===== src/fpfa_pkg.sv =====
// Shared types and constants for the fixed partition fit allocator.
package fpfa_pkg;

  localparam int unsigned Partitions = 16;
  localparam int unsigned IdxW       = $clog2(Partitions);
  localparam int unsigned CntW       = $clog2(Partitions + 1);
  localparam int unsigned SizeW      = 16;
  localparam int unsigned SlotW      = 4;
  localparam int unsigned CfgIdxW    = 2;
  localparam int unsigned CfgDataW   = 5;

  typedef enum logic [1:0] {
    PolFirst = 2'd0,
    PolBest  = 2'd1,
    PolNext  = 2'd2,
    PolWorst = 2'd3
  } policy_e;

  typedef enum logic [CfgIdxW-1:0] {
    CfgPolicy = 2'd0,
    CfgCount  = 2'd1,
    CfgRsvd2  = 2'd2,
    CfgRsvd3  = 2'd3
  } cfg_idx_e;

  typedef enum logic [1:0] {
    StIdle,
    StScan,
    StUpdate
  } state_e;

  typedef struct packed {
    logic fits;
    logic take;
  } fit_res_t;

endpackage


===== src/fpfa_ram.sv =====
// Generic single write, single read RAM with registered read data.
module fpfa_ram #(
  parameter int unsigned Width = 16,
  parameter int unsigned Depth = 16
) (
  input  logic                     clk_i,
  input  logic                     we_i,
  input  logic [$clog2(Depth)-1:0] waddr_i,
  input  logic [Width-1:0]         wdata_i,
  input  logic [$clog2(Depth)-1:0] raddr_i,
  output logic [Width-1:0]         rdata_o
);

  logic [Width-1:0] mem_q [Depth];
  logic [Width-1:0] rdata_q;

  always_ff @(posedge clk_i) begin
    if (we_i) begin
      mem_q[waddr_i] <= wdata_i;
    end
    rdata_q <= mem_q[raddr_i];
  end

  assign rdata_o = rdata_q;

endmodule


===== src/fpfa_fit_unit.sv =====
// Shared fit comparator: checks one candidate against the request and the best so far.
module fpfa_fit_unit (
  input  fpfa_pkg::policy_e                policy_i,
  input  logic [fpfa_pkg::SizeW-1:0]       amount_i,
  input  logic [fpfa_pkg::SizeW-1:0]       cand_i,
  input  logic [fpfa_pkg::SizeW-1:0]       best_i,
  input  logic                             found_i,
  output fpfa_pkg::fit_res_t               res_o
);
  import fpfa_pkg::*;

  logic better;

  always_comb begin
    unique case (policy_i)
      PolBest:  better = cand_i < best_i;
      PolWorst: better = cand_i > best_i;
      PolFirst: better = 1'b0;
      PolNext:  better = 1'b0;
      default:  better = 1'b0;
    endcase
    res_o.fits = amount_i <= cand_i;
    res_o.take = res_o.fits && (!found_i || better);
  end

endmodule


===== src/fixed_partition_fit_allocator.sv =====
// Top level of the fixed partition fit allocator: sequencer, state and result register.
// Load: result strobed on done_o the cycle after the transfer; busy stays low.
// Request: at most one RAM read and one compare per partition in use; first and next fit
//   stop at the first hit, and done_o is registered from StUpdate after the scan.
// busy holds off the next transfer until done_o is high, so requests never overlap.
// Reset: first fit, sixteen partitions, roving pointer 0; free sizes undefined until loaded.
module fixed_partition_fit_allocator (
  input  logic                            clk_i,
  input  logic                            rst_ni,
  // command side
  input  logic                            start,
  output logic                            busy,
  input  logic                            kind_i,
  input  logic [fpfa_pkg::SlotW-1:0]      slot_i,
  input  logic [fpfa_pkg::SizeW-1:0]      amount_i,
  // configuration writes
  input  logic                            cfg_we_i,
  input  logic [fpfa_pkg::CfgIdxW-1:0]    cfg_idx_i,
  input  logic [fpfa_pkg::CfgDataW-1:0]   cfg_wdata_i,
  // result
  output logic                            done_o,
  output logic                            granted_o,
  output logic [fpfa_pkg::SlotW-1:0]      chosen_slot_o,
  output logic [fpfa_pkg::SizeW-1:0]      hole_o
);
  import fpfa_pkg::*;

  // configuration registers
  policy_e          policy_q;
  logic [4:0]       count_q;

  // sequencer state
  state_e           state_q, state_d;
  logic [IdxW-1:0]  rov_q, rov_d;         // roving pointer for next fit
  logic [CntW-1:0]  n_q, n_d;             // partitions in use for this request
  logic [IdxW-1:0]  addr_q, addr_d;       // next partition to read
  logic [CntW-1:0]  issued_q, issued_d;   // reads issued so far
  logic             evld_q, evld_d;       // read data valid this cycle
  logic [IdxW-1:0]  eidx_q, eidx_d;       // index of that read data
  logic             found_q, found_d;
  logic [IdxW-1:0]  pick_q, pick_d;
  logic [SizeW-1:0] best_q, best_d;
  logic [SizeW-1:0] amount_q, amount_d;

  // result register
  logic             done_q, done_d;
  logic             granted_q, granted_d;
  logic [SlotW-1:0] slot_q, slot_d;
  logic [SizeW-1:0] hole_q, hole_d;

  // RAM port signals
  logic             ram_we;
  logic [IdxW-1:0]  ram_waddr;
  logic [SizeW-1:0] ram_wdata;
  logic [IdxW-1:0]  ram_raddr;
  logic [SizeW-1:0] ram_rdata;

  fit_res_t         fit;
  logic             accept;
  logic             early_stop;
  logic             issue;
  logic [CntW-1:0]  n_use;
  logic [CntW-1:0]  addr_inc;
  logic [CntW-1:0]  slot_ext;

  fpfa_ram #(
    .Width (SizeW),
    .Depth (Partitions)
  ) u_ram (
    .clk_i   (clk_i),
    .we_i    (ram_we),
    .waddr_i (ram_waddr),
    .wdata_i (ram_wdata),
    .raddr_i (ram_raddr),
    .rdata_o (ram_rdata)
  );

  fpfa_fit_unit u_fit (
    .policy_i (policy_q),
    .amount_i (amount_q),
    .cand_i   (ram_rdata),
    .best_i   (best_q),
    .found_i  (found_q),
    .res_o    (fit)
  );

  // configuration writes; indices beyond the list are dropped
  always_ff @(posedge clk_i or negedge rst_ni) begin
    if (!rst_ni) begin
      policy_q <= PolFirst;
      count_q  <= 5'd16;
    end else if (cfg_we_i) begin
      unique case (cfg_idx_e'(cfg_idx_i))
        CfgPolicy: policy_q <= policy_e'(cfg_wdata_i[1:0]);
        CfgCount:  count_q  <= cfg_wdata_i;
        CfgRsvd2:  ;
        CfgRsvd3:  ;
        default:   ;
      endcase
    end
  end

  assign busy   = state_q != StIdle;
  assign accept = start && !busy;

  // partitions in use: count clipped to the storage depth
  assign n_use    = ({1'b0, count_q} > 6'(Partitions)) ? CntW'(Partitions)
                                                        : CntW'(count_q);
  assign addr_inc = CntW'(addr_q) + CntW'(1);
  assign slot_ext = CntW'(slot_i);

  always_comb begin
    state_d   = state_q;
    rov_d     = rov_q;
    n_d       = n_q;
    addr_d    = addr_q;
    issued_d  = issued_q;
    evld_d    = 1'b0;
    eidx_d    = eidx_q;
    found_d   = found_q;
    pick_d    = pick_q;
    best_d    = best_q;
    amount_d  = amount_q;
    done_d    = 1'b0;
    granted_d = granted_q;
    slot_d    = slot_q;
    hole_d    = hole_q;
    ram_we    = 1'b0;
    ram_waddr = pick_q;
    ram_wdata = best_q - amount_q;
    ram_raddr = addr_q;
    early_stop = 1'b0;
    issue      = 1'b0;

    unique case (state_q)
      StIdle: begin
        if (accept) begin
          if (!kind_i) begin
            // load: write the entry (when it exists) and echo it
            ram_we    = slot_ext < CntW'(Partitions);
            ram_waddr = slot_i[IdxW-1:0];
            ram_wdata = amount_i;
            rov_d     = '0;
            done_d    = 1'b1;
            granted_d = 1'b0;
            slot_d    = slot_i;
            hole_d    = amount_i;
          end else begin
            amount_d = amount_i;
            n_d      = n_use;
            // only next fit starts at the roving pointer; the rest scan from 0
            addr_d   = (policy_q == PolNext && CntW'(rov_q) < n_use) ? rov_q : '0;
            issued_d = '0;
            found_d  = 1'b0;
            pick_d   = '0;
            best_d   = '0;
            state_d  = StScan;
          end
        end
      end

      StScan: begin
        // evaluate last cycle's read while the next one is issued
        if (evld_q && fit.take) begin
          found_d = 1'b1;
          pick_d  = eidx_q;
          best_d  = ram_rdata;
        end
        early_stop = (policy_q == PolFirst || policy_q == PolNext) &&
                     (found_q || (evld_q && fit.take));
        issue = !early_stop && (issued_q < n_q);
        if (issue) begin
          ram_raddr = addr_q;
          eidx_d    = addr_q;
          evld_d    = 1'b1;
          issued_d  = issued_q + CntW'(1);
          addr_d    = (addr_inc >= n_q) ? '0 : addr_inc[IdxW-1:0];
        end else begin
          state_d = StUpdate;
        end
      end

      StUpdate: begin
        done_d = 1'b1;
        if (found_q) begin
          ram_we    = 1'b1;
          granted_d = 1'b1;
          slot_d    = SlotW'(pick_q);
          hole_d    = best_q - amount_q;
          if (policy_q == PolNext) begin
            rov_d = pick_q;
          end
        end else begin
          granted_d = 1'b0;
          slot_d    = '0;
          hole_d    = '0;
        end
        state_d = StIdle;
      end

      default: state_d = StIdle;
    endcase
  end

  always_ff @(posedge clk_i or negedge rst_ni) begin
    if (!rst_ni) begin
      state_q  <= StIdle;
      rov_q    <= '0;
      evld_q   <= 1'b0;
      found_q  <= 1'b0;
      done_q   <= 1'b0;
      n_q      <= '0;
      addr_q   <= '0;
      issued_q <= '0;
    end else begin
      state_q  <= state_d;
      rov_q    <= rov_d;
      evld_q   <= evld_d;
      found_q  <= found_d;
      done_q   <= done_d;
      n_q      <= n_d;
      addr_q   <= addr_d;
      issued_q <= issued_d;
    end
  end

  // payload registers
  always_ff @(posedge clk_i) begin
    eidx_q    <= eidx_d;
    pick_q    <= pick_d;
    best_q    <= best_d;
    amount_q  <= amount_d;
    granted_q <= granted_d;
    slot_q    <= slot_d;
    hole_q    <= hole_d;
  end

  assign done_o        = done_q;
  assign granted_o     = granted_q;
  assign chosen_slot_o = slot_q;
  assign hole_o        = hole_q;

endmodule


===== config.mk =====
export PLATFORM = sky130hd
export DESIGN_NAME = fixed_partition_fit_allocator
export DESIGN_NICKNAME = d
export VERILOG_FILES = /design/src/fpfa_pkg.sv /design/src/fpfa_ram.sv /design/src/fpfa_fit_unit.sv /design/src/fixed_partition_fit_allocator.sv
export SDC_FILE = /design/constraint.sdc
export NUM_CORES = 1
export LEC_CHECK = 0
export BUFFER_PORTS_ARGS = -buffer_cell sky130_fd_sc_hd__buf_2
export CORE_MARGIN = 2
export CORE_UTILIZATION = 35
export DETAILED_ROUTE_END_ITERATION = 7
export PLACE_DENSITY_LB_ADDON = 0.25
export SLEW_MARGIN = 20
export SYNTH_ARGS = -nofsm -noshare
export SYNTH_HDL_FRONTEND = slang
export SYNTH_SLANG_ARGS = --single-unit

===== constraint.sdc =====
create_clock -name clk_i -period 3.9 [get_ports clk_i]
set_input_delay 1.17 -clock clk_i [delete_from_list [all_inputs] [get_ports clk_i]]
set_output_delay 1.17 -clock clk_i [all_outputs]
set_load 0.01 [all_outputs]

# Word-level counts from Yosys, hierarchy flattened
# Memory sizes are Yosys's and may differ from the RTL's. A register that Yosys moved wholly into a read port is not among the register bits.
# Index checks and enable logic that the tools add are counted.
# word_totals
register_bits	91
input_bits	32
mem_count	1
out_inout_bits	23
latch_bits	0
rom_bits	0
mem_bits_rw	256
# mem_list
memory	words	width	rd	rd_ports_with_merged_regs	wr	line_no	source
u_ram.mem_q	16	16	1	1	1	fpfa_ram.sv:14	logic [Width-1:0] mem_q [Depth];
# op_classes
mul	0
div_mod_pow	0
n_reduce_logical	28
order_cmp	8
shifts	0
mux	61
eq_ne	14
add_sub_neg	3
n_bitwise	0
# ops
op	n
16-bit two-way mux	9
4-bit two-way mux	18
16-bit case mux with 2 select lines	2
4-bit case mux with 2 select lines	4
5-bit two-way mux	4
16-bit greater-than comparator	1
16-bit <= comparator	1
16-bit < comparator	1
2-bit != test, second input constant	8
16-bit subtractor	1
1-bit two-way mux	14
5-bit case mux with 2 select lines	1
3-bit AND reduction	3
1-bit case mux with 2 select lines	4
4-bit AND reduction	2
2-bit by 1-bit == test with 1-bit output, second input constant	3
2-bit == test, second input constant	3
1-bit logical AND	6
2-bit zero test	3
2-bit two-way mux	3
2-bit AND reduction	3
2-bit nonzero test	3
4-bit by 1-bit adder with 5-bit output, second input constant	1
5-bit by 1-bit adder with 5-bit output, second input constant	1
11 further kinds	15

# Logic depth before layout (Yosys ltp)
# Gate-level depths: netlist of run 1.
# logic_depth
depth_word	12
ltp_mapped	10

# Modules after synthesis
# From an unflattened synthesis of run 1, not the netlist that was laid out.
# hier_totals
hier_cells	1001
hier_area_um2	15738.8
# modules_own_cells
module	instances	cells_per_inst	area_each_um2
fpfa_ram	1	432	10042.1
fixed_partition_fit_allocator	1	455	4864.7
fpfa_fit_unit	1	114	832.0

# Least setup slack after synthesis of run 1
# Ideal clock, no wire load.
# synth_timing
path_kind	input-to-reg
startpoint	input kind_i
endpoint	memory u_ram.mem_q[2][0], enable pin
cell_stages	6
t_arrival_ps	2702
setup_ps	388
path_slack_ps	810
n_path_buf	1
path_cell_list	nor3_1 -> and2_1 -> buf_2 -> nand2_1 -> o22a_1 -> nor2_1
# synth_via
elab_chain_cells	5
# synth_lines
item	line_no	source
start, declared	fixed_partition_fit_allocator.sv:13	input logic kind_i,
1-bit two-way mux	fixed_partition_fit_allocator.sv:138	if (!kind_i) begin
1-bit two-way mux	fixed_partition_fit_allocator.sv:137	if (accept) begin
1-bit case mux with 2 select lines	fixed_partition_fit_allocator.sv:135	unique case (state_q)
1-bit two-way mux	fpfa_ram.sv:18	if (we_i) begin
1-bit two-way mux (implied by the code)	fpfa_ram.sv:19	mem_q[waddr_i] <= wdata_i;
end, declared	fpfa_ram.sv:14	
# Parallel ways exist; a longest one is shown, timed or not.

# Worst setup path in the final report of run 1
# layout_timing
startpoint	register best_q[0]
endpoint	memory u_ram.mem_q[4][12], data pin
# layout_via
elab_chain_cells	4
# layout_lines
item	line_no	source
start, declared	fixed_partition_fit_allocator.sv:42	logic [SizeW-1:0] best_q, best_d;
start signal, assigned	fixed_partition_fit_allocator.sv:231	best_q <= best_d;
16-bit subtractor *	fixed_partition_fit_allocator.sv:130	ram_wdata = best_q - amount_q;
16-bit two-way mux	fixed_partition_fit_allocator.sv:138	
16-bit two-way mux	fixed_partition_fit_allocator.sv:137	
16-bit two-way mux *	fixed_partition_fit_allocator.sv:135	
net ram_wdata[12]	fixed_partition_fit_allocator.sv:54	logic [SizeW-1:0] ram_wdata;
# Mark *: on every way through the listed nets, which the timed path passes. The rest lies on a longest branch.

==> flow_summary.json, run 1 <==
{
  "drtIter0Drc": 781,
  "worstMarginPinSlew_ps": 1010,
  "drv_slew": 0,
  "cap_violations": 0,
  "cts_sinks": 363,
  "cp.required_ps": 4010,
  "synth_edf_count": 317,
  "setup_viol_count_final": 0,
  "synth.distinct_cells": 69,
  "diodes": 0,
  "finalWirelength_um": 35200,
  "grt_use_met2": 0.228,
  "worst_path_most_repeated_cell": "inv_1",
  "antenna_left": 0,
  "cts_tree": "yes",
  "skew_ps": 19.2,
  "clk_latency_ps": 550,
  "final_common_cell": "edfxtp_1",
  "rrSetupSlack_ps": 650,
  "synthFlopType": "edfxtp_1",
  "clkTransAtPathRegs_ps": 60,
  "syn_area_sq_um": 15900,
  "avgRoutedWirePerCell_um": 20.5,
  "nNetsFinal": 1183,
  "drive_gt1_frac": 0.233,
  "grt.overflow.total": 0,
  "p_total_mw": 13.2,
  "use_met1": 0.220,
  "rsz0062_at_grt": "false",
  "fin_crit_ps": 3250,
  "outcome": "finished clean",
  "numCtsBuffers": 40,
  "ctsRootBufferMaster": "clkbuf_16",
  "slew_headroom": 0.328,
  "arrival_ps": 3360,
  "syn_inst": 996,
  "grt_util_met3": 0.0294,
  "start_kind": "register",
  "ir_drop_v": 0.000324,
  "cts.repair.resized": 0,
  "final_cell_mix": "edfxtp_1, mux4_2, inv_1",
  "hpwlAfterDp_um": 24700,
  "coreArea_sq_um": 45100,
  "pin_count": 55,
  "grt_pass1_wl_um": 53900,
  "avgSynthCellArea_sq_um": 16.0,
  "place_area_sq_um": 17100,
  "fill_cells": 4109,
  "max_stage_delay_ps": 500,
  "yosysSeqAreaShare": 0.666,
  "p_leak_nw": 6.47,
  "grt_pass1_vias": 8651,
  "critPathMaxFanout": 16,
  "gp_congestion": 0.811,
  "reg2reg_from": "best_q[0]",
  "yosysTopAreaCellShare": 0.599,
  "dr.pass1.iters": 5,
  "grt_usage": 0.151,
  "fmax_mhz": 308,
  "synth_fp_nets": 1090,
  "avgViaCountPerCell": 5.09,
  "hold_depth": 2,
  "antenna_found_initial": 0,
  "die_x_um": 217,
  "hp-class": "reg2reg",
  "hold_end": "n_q[1]",
  "crit_path_top_delay_cell": "nor4_1",
  "worstRegToRegCells": 10,
  "clockBufferDepth": 3,
  "postCtsHoldBufs": 0,
  "initial_utilization": 0.352,
  "async_flop_share": 0.0826,
  "synth_warnings": 0,
  "path_cells": "inv_1 -> ha_1 -> inv_1 -> fa_1 -> a21oi_1 -> nand4b_1 -> a31oi_1 -> nor4_1 -> or4_1 -> nand3_1",
  "final-seq-area_sq_um": 10600,
  "powerDensity_nw_per_um2": 718,
  "area_delta_synth_final_pct": 15.4,
  "dieArea_sq_um": 47100,
  "synth_area_leaders": "edfxtp_1, mux4_2, ha_1",
  "grt_max_degree": 70,
  "drc": 0,
  "rows": 78,
  "rr_endpoint": "u_ram.mem_q[4][12]",
  "final_area_sq_um": 18300,
  "fin_tns_setup_ps": 0,
  "worst_setup_path_end_kind": "register",
  "post_cts_buffers": 0,
  "io_buffers": 54,
  "ys_ff_latch": 363,
  "hold_violations": 0,
  "multiInputGateArea_sq_um": 4880,
  "top_usage_layer": "met2",
  "critPathKind": "reg2reg",
  "final_core_util": 0.407,
  "yosys.area.top_type": "edfxtp_1",
  "vias": 8748,
  "h-tree-depth": 2,
  "hp-start": "n_q[1]",
  "die_h_um": 217,
  "min_period_over_period": 0.832
}
[worst max-delay path by stage]
stage | end | depth (start not counted) | slack (ps) | from
final | u_ram.mem_q[4][12] | 10 | 650 | best_q[0]
after global routing | u_ram.mem_q[4][12] | 10 | 350 | best_q[0]
after CTS | u_ram.mem_q[11][12] | 10 | 660 | best_q[0]
after detailed placement | u_ram.mem_q[10][6] | 6 | 330 | kind_i
after global placement | u_ram.mem_q[14][7] | 7 | 350 | kind_i
after floorplan | u_ram.mem_q[2][0] | 6 | 810 | kind_i
[critical path, delay by kind of cell (launching register included)]
kind	cells	cell delay (ps)
AOI/OAI and AO/OA	2	400
adders and majority gates	2	580
buffers and inverters	2	130
DFF	1	390
and+or+nand+nor	4	1290
[logic make-up (layout without fill, tap and decap cells)]
| family | after synthesis | count (layout) | synth area share |
|---|---|---|---|
| xor+xnor | 9 | 9 | 0.00496 |
| buf+inv | 108 | 230 | 0.0296 |
| fa+ha+maj | 62 | 62 | 0.0493 |
| simple gates | 214 | 214 | 0.0641 |
| compound gates | 144 | 144 | 0.0613 |
| flops | 363 | 363 | 0.666 |
| mux | 96 | 96 | 0.124 |
[registers in the layout, summed over array words and instances, names as in the netlist]
name / flops
state_q: 2
found_q: 1
eidx_q: 4
u_ram.mem_q: 256
amount_q: 16
rov_q: 4
chosen_slot_o: 4
hole_o: 16
n_q: 5
evld_q: 1
granted_o: 1
u_ram.rdata_o: 16
pick_q: 4
best_q: 16
issued_q: 5
count_q: 5
addr_q: 4
policy_q: 2
done_o: 1
[where the power goes]
group | switching (mW) | internal (mW)
logic | 2.45 | 1.53
registers | 0.269 | 5.23
clock network | 1.53 | 2.16
total | 4.24 | 8.91
[per-layer routing]
layer / share of wire / vias up
met5: 0 / -
met4: 0.023 / 0
met3: 0.049 / 58
met2: 0.45 / 224
met1: 0.48 / 4414
li1: - / 4052
[cell usage after synthesis (all sizes together) (3+ instances only)]
library cell / number
nor4: 4
ha: 61
and3: 3
edfxtp: 317
a21oi: 31
nand2b: 14
and2: 8
o31ai: 12
mux2: 11
nor3: 11
dfxtp: 16
nand4: 8
xnor2: 4
mux2i: 5
dfrtp: 29
xor2: 5
a2111oi: 3
a21o: 8
nand2: 67
buf: 20
or4: 3
nor2b: 7
o21a: 8
a211oi: 5
a31oi: 10
clkbuf: 16
nor2: 60
nor3b: 6
o211ai: 4
a22o: 3
nand3: 16
inv: 72
mux4: 80
o21ai: 36
[area by class of cell]
class,count,area share
Tap cell,600,0.0410
Clock inverter,24,0.0132
Multi-Input combinational cell,525,0.266
Clock buffer,47,0.0560
Inverter,72,0.0147
Sequential cell,363,0.578
Timing Repair Buffer,87,0.0310
[per-stage QoR]
step	setup WS, ps	std cells	hold WS, ps
global route	352	1718	505
finish	654	1718	477
global placement	354	1647	468
CTS	660	1718	483
floorplan	810	996	423
detailed placement	325	1647	469
Note: power is estimated with default switching activity, not from simulation.
==> run 2, diff against run 1 <==
==> constraint.sdc (replaced) <==
create_clock -name clk_i -period 3 [get_ports clk_i]
set_input_delay 0.9 -clock clk_i [delete_from_list [all_inputs] [get_ports clk_i]]
set_output_delay 0.9 -clock clk_i [all_outputs]
set_load 0.01 [all_outputs]
==> flow_summary.json, run 2 (same netlist as run 1, synthesis figures left out) <==
{
  "layout_setup_ws_ps": 183,
  "fin_cells": 1758,
  "outcome": "finished clean",
  "fill_cells": 4089,
  "numCtsBuffers": 41,
  "grt_pass1_wl_um": 57500,
  "cap_violations": 0,
  "rows": 78,
  "antenna_found_initial": 1,
  "diodes": 0,
  "ctsRootBufferMaster": "clkbuf_16",
  "regMostFlops": "u_ram.mem_q",
  "dieArea_sq_um": 47100,
  "fin_crit_ps": 2820,
  "grt_usage": 0.164,
  "drive_gt1_frac": 0.263,
  "grt_pass1_vias": 9114,
  "hp-class": "in2async",
  "worst_setup_path_end_kind": "register",
  "antenna_left": 0,
  "clk_latency_ps": 560,
  "io_buffers": 54,
  "dr.pass1.iters": 5,
  "area_delta_synth_final_pct": 17.8,
  "final_cell_mix": "edfxtp_1, mux4_2, inv_1",
  "postCtsHoldBufs": 0,
  "arrival_ps": 3090,
  "clockBufferDepth": 3,
  "drc": 0,
  "clkTransAtPathRegs_ps": 60,
  "avgViaCountPerCell": 5.16,
  "vias": 9078,
  "gp_congestion": 0.819,
  "fmax_mhz": 355,
  "rsz0062_at_grt": "false",
  "grt_max_degree": 68,
  "initial_utilization": 0.352,
  "nNetsFinal": 1220,
  "cp.required_ps": 3280,
  "hold_violations": 0,
  "place_area_sq_um": 17400,
  "final-seq-area_sq_um": 10600,
  "p_leak_nw": 6.70,
  "final_core_util": 0.415,
  "multiInputGateArea_sq_um": 4880,
  "grt.overflow.total": 0,
  "cts_sinks": 363,
  "place_ws_ps": -163,
  "cts_tree": "yes",
  "min_period_over_period": 0.939,
  "start_kind": "register",
  "slew_headroom": 0.266,
  "avgRoutedWirePerCell_um": 21.5,
  "setup_viol_count_final": 0,
  "final_common_cell": "edfxtp_1",
  "drtIter0Drc": 837,
  "die_h_um": 217,
  "ir_drop_v": 0.000577,
  "final_area_sq_um": 18700,
  "powerDensity_nw_per_um2": 938,
  "place_inst": 1683,
  "hpwlAfterDp_um": 25500,
  "pin_count": 55,
  "worstMarginPinSlew_ps": 1100,
  "largest_reg_flops": 256,
  "drv_slew": 0,
  "fin_tns_setup_ps": 0,
  "critPathMaxFanout": 16,
  "die_x_um": 217,
  "finalWirelength_um": 37800,
  "coreArea_sq_um": 45100,
  "h-tree-depth": 2,
  "skew_ps": 17.2,
  "critPathKind": "reg2reg"
}
-- run 2: cell count changes in the layout (fill, tap and decap cells not counted), moves of 2 or more --
cell / delta
clkbuf_1: -3
clkbuf_16: +3
clkinvlp_4: +3
buf_4: +34
buf_12: +2
-- run 2: path summary, 6_finish.rpt --
kind	from	to	slack [ps]	cells after the start
max	best_q[0]	u_ram.mem_q[11][14]	180	11
min	rst_ni	addr_q[0]	400	1
min in group clk_i	n_q[2]	n_q[2]	480	2
max reg2reg	best_q[0]	u_ram.mem_q[11][14]	180	11
min reg2reg	n_q[2]	n_q[2]	480	2
max in group asynchronous	rst_ni	addr_q[0]	2060	1
-- run 2: cell type report --
type                       instances  share of cell area
timing repair buffer             123              0.0461
sequential                       363               0.566
clock buffer                      47              0.0583
inverter                          72              0.0144
clock inverter                    28              0.0143
tap                              600              0.0401
multi-input combinational        525               0.261
-- run 2: stage by stage --
| step | total power [mW] | hold slack, ps |
|---|---|---|
| after CTS | 17.8 | 389 |
| after floorplan | 10.6 | 423 |
| after global routing | 18.5 | 444 |
| final | 17.6 | 403 |
| after global placement | 12.6 | 468 |
| after detailed placement | 12.7 | 474 |
-- run 2: repair_timing --
item / 4_1_cts / 5_1_grt
buffers inserted: 0 / 0
setup endpoints to repair: 0 / 16
endpoints found under the hold margin: 0 / 0
resized for setup: 0 / 1
-- run 2: metal layers --
layer | GRT usage | vias to the layer above | wire, um
li1 | - | 4147 | -
met1 | 0.234 | 4647 | 17900
met2 | 0.255 | 224 | 17200
met4 | 0.0596 | 0 | 1010
met3 | 0.0249 | 60 | 1670
met5 | 0 | - | 0
-- run 2: power by group --
group / switching, mW / total (mW) / internal [mW]
logic: 3.27 / 5.39 / 2.12
registers: 0.350 / 7.14 / 6.79
clock network: 1.99 / 5.02 / 3.04
-- run 2: worst max-delay path, stage by stage (launching register included) --
cell and delay [ps]:
edfxtp_1 380, inv_1 70, ha_1 170, inv_1 60
fa_1 420, a21oi_1 230, nand4b_1 180, a31oi_1 140
o31ai_2 270, nor3b_1 300, o31ai_1 100, buf_4 210
==> run 3, diff against run 2 <==
==> constraint.sdc (replaced) <==
create_clock -name clk_i -period 3.2 [get_ports clk_i]
set_input_delay 0.96 -clock clk_i [delete_from_list [all_inputs] [get_ports clk_i]]
set_output_delay 0.96 -clock clk_i [all_outputs]
set_load 0.01 [all_outputs]
==> flow_summary.json, run 3 (same netlist as run 1, synthesis figures left out) <==
{
  "outcome": "finished clean",
  "final_cell_mix": "edfxtp_1, mux4_2, inv_1",
  "clkTransAtPathRegs_ps": 60,
  "drtIter0Drc": 713,
  "worstRegToRegCells": 11,
  "arrival_ps": 3220,
  "internal-power_mw": 11.3,
  "p_total_mw": 16.6,
  "powerDensity_nw_per_um2": 890,
  "die_h_um": 217,
  "fin_crit_ps": 2930,
  "power_frac_clock": 0.298,
  "dieArea_sq_um": 47100,
  "ctsRootBufferMaster": "clkbuf_16",
  "grt.overflow.total": 0,
  "place_ws_ps": 8.67,
  "rr_endpoint": "u_ram.mem_q[8][14]",
  "drv_slew": 0,
  "critPathMaxFanout": 16,
  "area_delta_synth_final_pct": 17.5,
  "dr.pass1.iters": 5,
  "grt_pass1_wl_um": 55500,
  "critPathKind": "reg2reg",
  "setup_viol_count_final": 0,
  "p_seq_frac": 0.401,
  "io_buffers": 54,
  "drive_gt1_frac": 0.253,
  "min_period_over_period": 0.917,
  "layout_setup_ws_ps": 266,
  "hold_slack_ps": 463,
  "avgViaCountPerCell": 5.10,
  "p_leak_nw": 6.64,
  "rsz0062_at_grt": "false",
  "antenna_found_initial": 0,
  "clockBufferDepth": 3,
  "coreArea_sq_um": 45100,
  "antenna_left": 0,
  "cts.repair.resized": 0,
  "fin_tns_setup_ps": 0,
  "crit_start": "best_q[0]",
  "rows": 78,
  "slew_headroom": 0.309,
  "multiInputGateArea_sq_um": 4880,
  "regMostFlops": "u_ram.mem_q",
  "ir_drop_v": 0.000434,
  "hold_violations": 0,
  "pin_count": 55,
  "reg2reg_from": "best_q[0]",
  "worstMarginPinSlew_ps": 1040,
  "cp.required_ps": 3480,
  "h-tree-depth": 2,
  "fill_cells": 4102,
  "nNetsFinal": 1203,
  "cap_violations": 0,
  "gp_congestion": 0.844,
  "postCtsHoldBufs": 0,
  "grt_pass1_vias": 8910,
  "p_sw_mw": 5.27,
  "hpwlAfterDp_um": 24700,
  "largest_reg_flops": 256,
  "fmax_mhz": 341,
  "drc": 0,
  "diodes": 0,
  "start_kind": "register",
  "die_x_um": 217,
  "rrSetupSlack_ps": 270,
  "avgRoutedWirePerCell_um": 20.7,
  "grt_max_degree": 70,
  "numCtsBuffers": 41,
  "p_sw_frac": 0.317,
  "p_comb_frac": 0.301,
  "vias": 8878,
  "final-seq-area_sq_um": 10600,
  "grt_usage": 0.157,
  "crit_path_end": "u_ram.mem_q[8][14]",
  "cts_tree": "yes",
  "initial_utilization": 0.352,
  "post_cts_buffers": 0,
  "finalWirelength_um": 36100,
  "worst_setup_path_end_kind": "register",
  "cts_sinks": 363,
  "skew_ps": 22.8,
  "hp-class": "in2async",
  "clk_latency_ps": 570,
  "final_common_cell": "edfxtp_1"
}
## run 3: area by class of cell
| cell class | instances | area share |
|---|---|---|
| Multi-Input combinational cell | 525 | 0.261 |
| Tap cell | 600 | 0.0402 |
| Timing Repair Buffer | 106 | 0.0394 |
| Clock buffer | 50 | 0.0590 |
| Sequential cell | 363 | 0.568 |
| Inverter | 72 | 0.0145 |
| Clock inverter | 26 | 0.0181 |
## run 3: power groups by stage
| stage | logic [mW] | registers, mW | clock network [mW] |
|---|---|---|---|
| finish | 4.99 | 6.67 | 4.95 |
| global route | 5.54 | 6.73 | 5.26 |
| CTS | 5.05 | 6.67 | 5.08 |
| detailed placement | 5.03 | 6.76 | 0 |
| global placement | 4.96 | 6.76 | 0 |
| floorplan | 3.19 | 6.71 | 0 |
## run 3: how the worst min path moves through the flow
| stage | end | start | slack, ps |
|---|---|---|---|
| after floorplan | eidx_q[3] | addr_q[3] | 420 |
| after global placement | n_q[3] | n_q[3] | 460 |
| after detailed placement | n_q[3] | n_q[3] | 470 |
| after CTS | addr_q[3] | rst_ni | 460 |
| after global routing | n_q[0] | rst_ni | 510 |
| final | n_q[1] | rst_ni | 460 |
## run 3: per-layer routing
| layer | part of all wire | GRT usage | up-vias |
|---|---|---|---|
| met2 | 0.45 | 0.235 | 231 |
| met5 | 0 | 0 | - |
| met1 | 0.48 | 0.228 | 4495 |
| met4 | 0.024 | 0.0518 | 0 |
| li1 | - | - | 4098 |
| met3 | 0.055 | 0.0335 | 54 |
## run 3: stage by stage
step	utilization	instance area (sq um)	cells
2_1_floorplan	-	15900	996
3_3_place_gp	0.382	17200	1666
3_5_place_dp	0.382	17200	1666
4_1_cts	0.414	18700	1742
5_1_grt	0.414	18700	1742
6_report	0.414	18700	1742
## run 3: critical path: stages (launching register included)
cell and delay [ps]:
edfxtp_1 410, inv_1 80, ha_1 160, inv_1 50
fa_1 400, a21oi_1 280, nand4b_1 190, a31oi_1 130
o31ai_1 330, nor3b_1 310, o31ai_1 100, buf_4 200
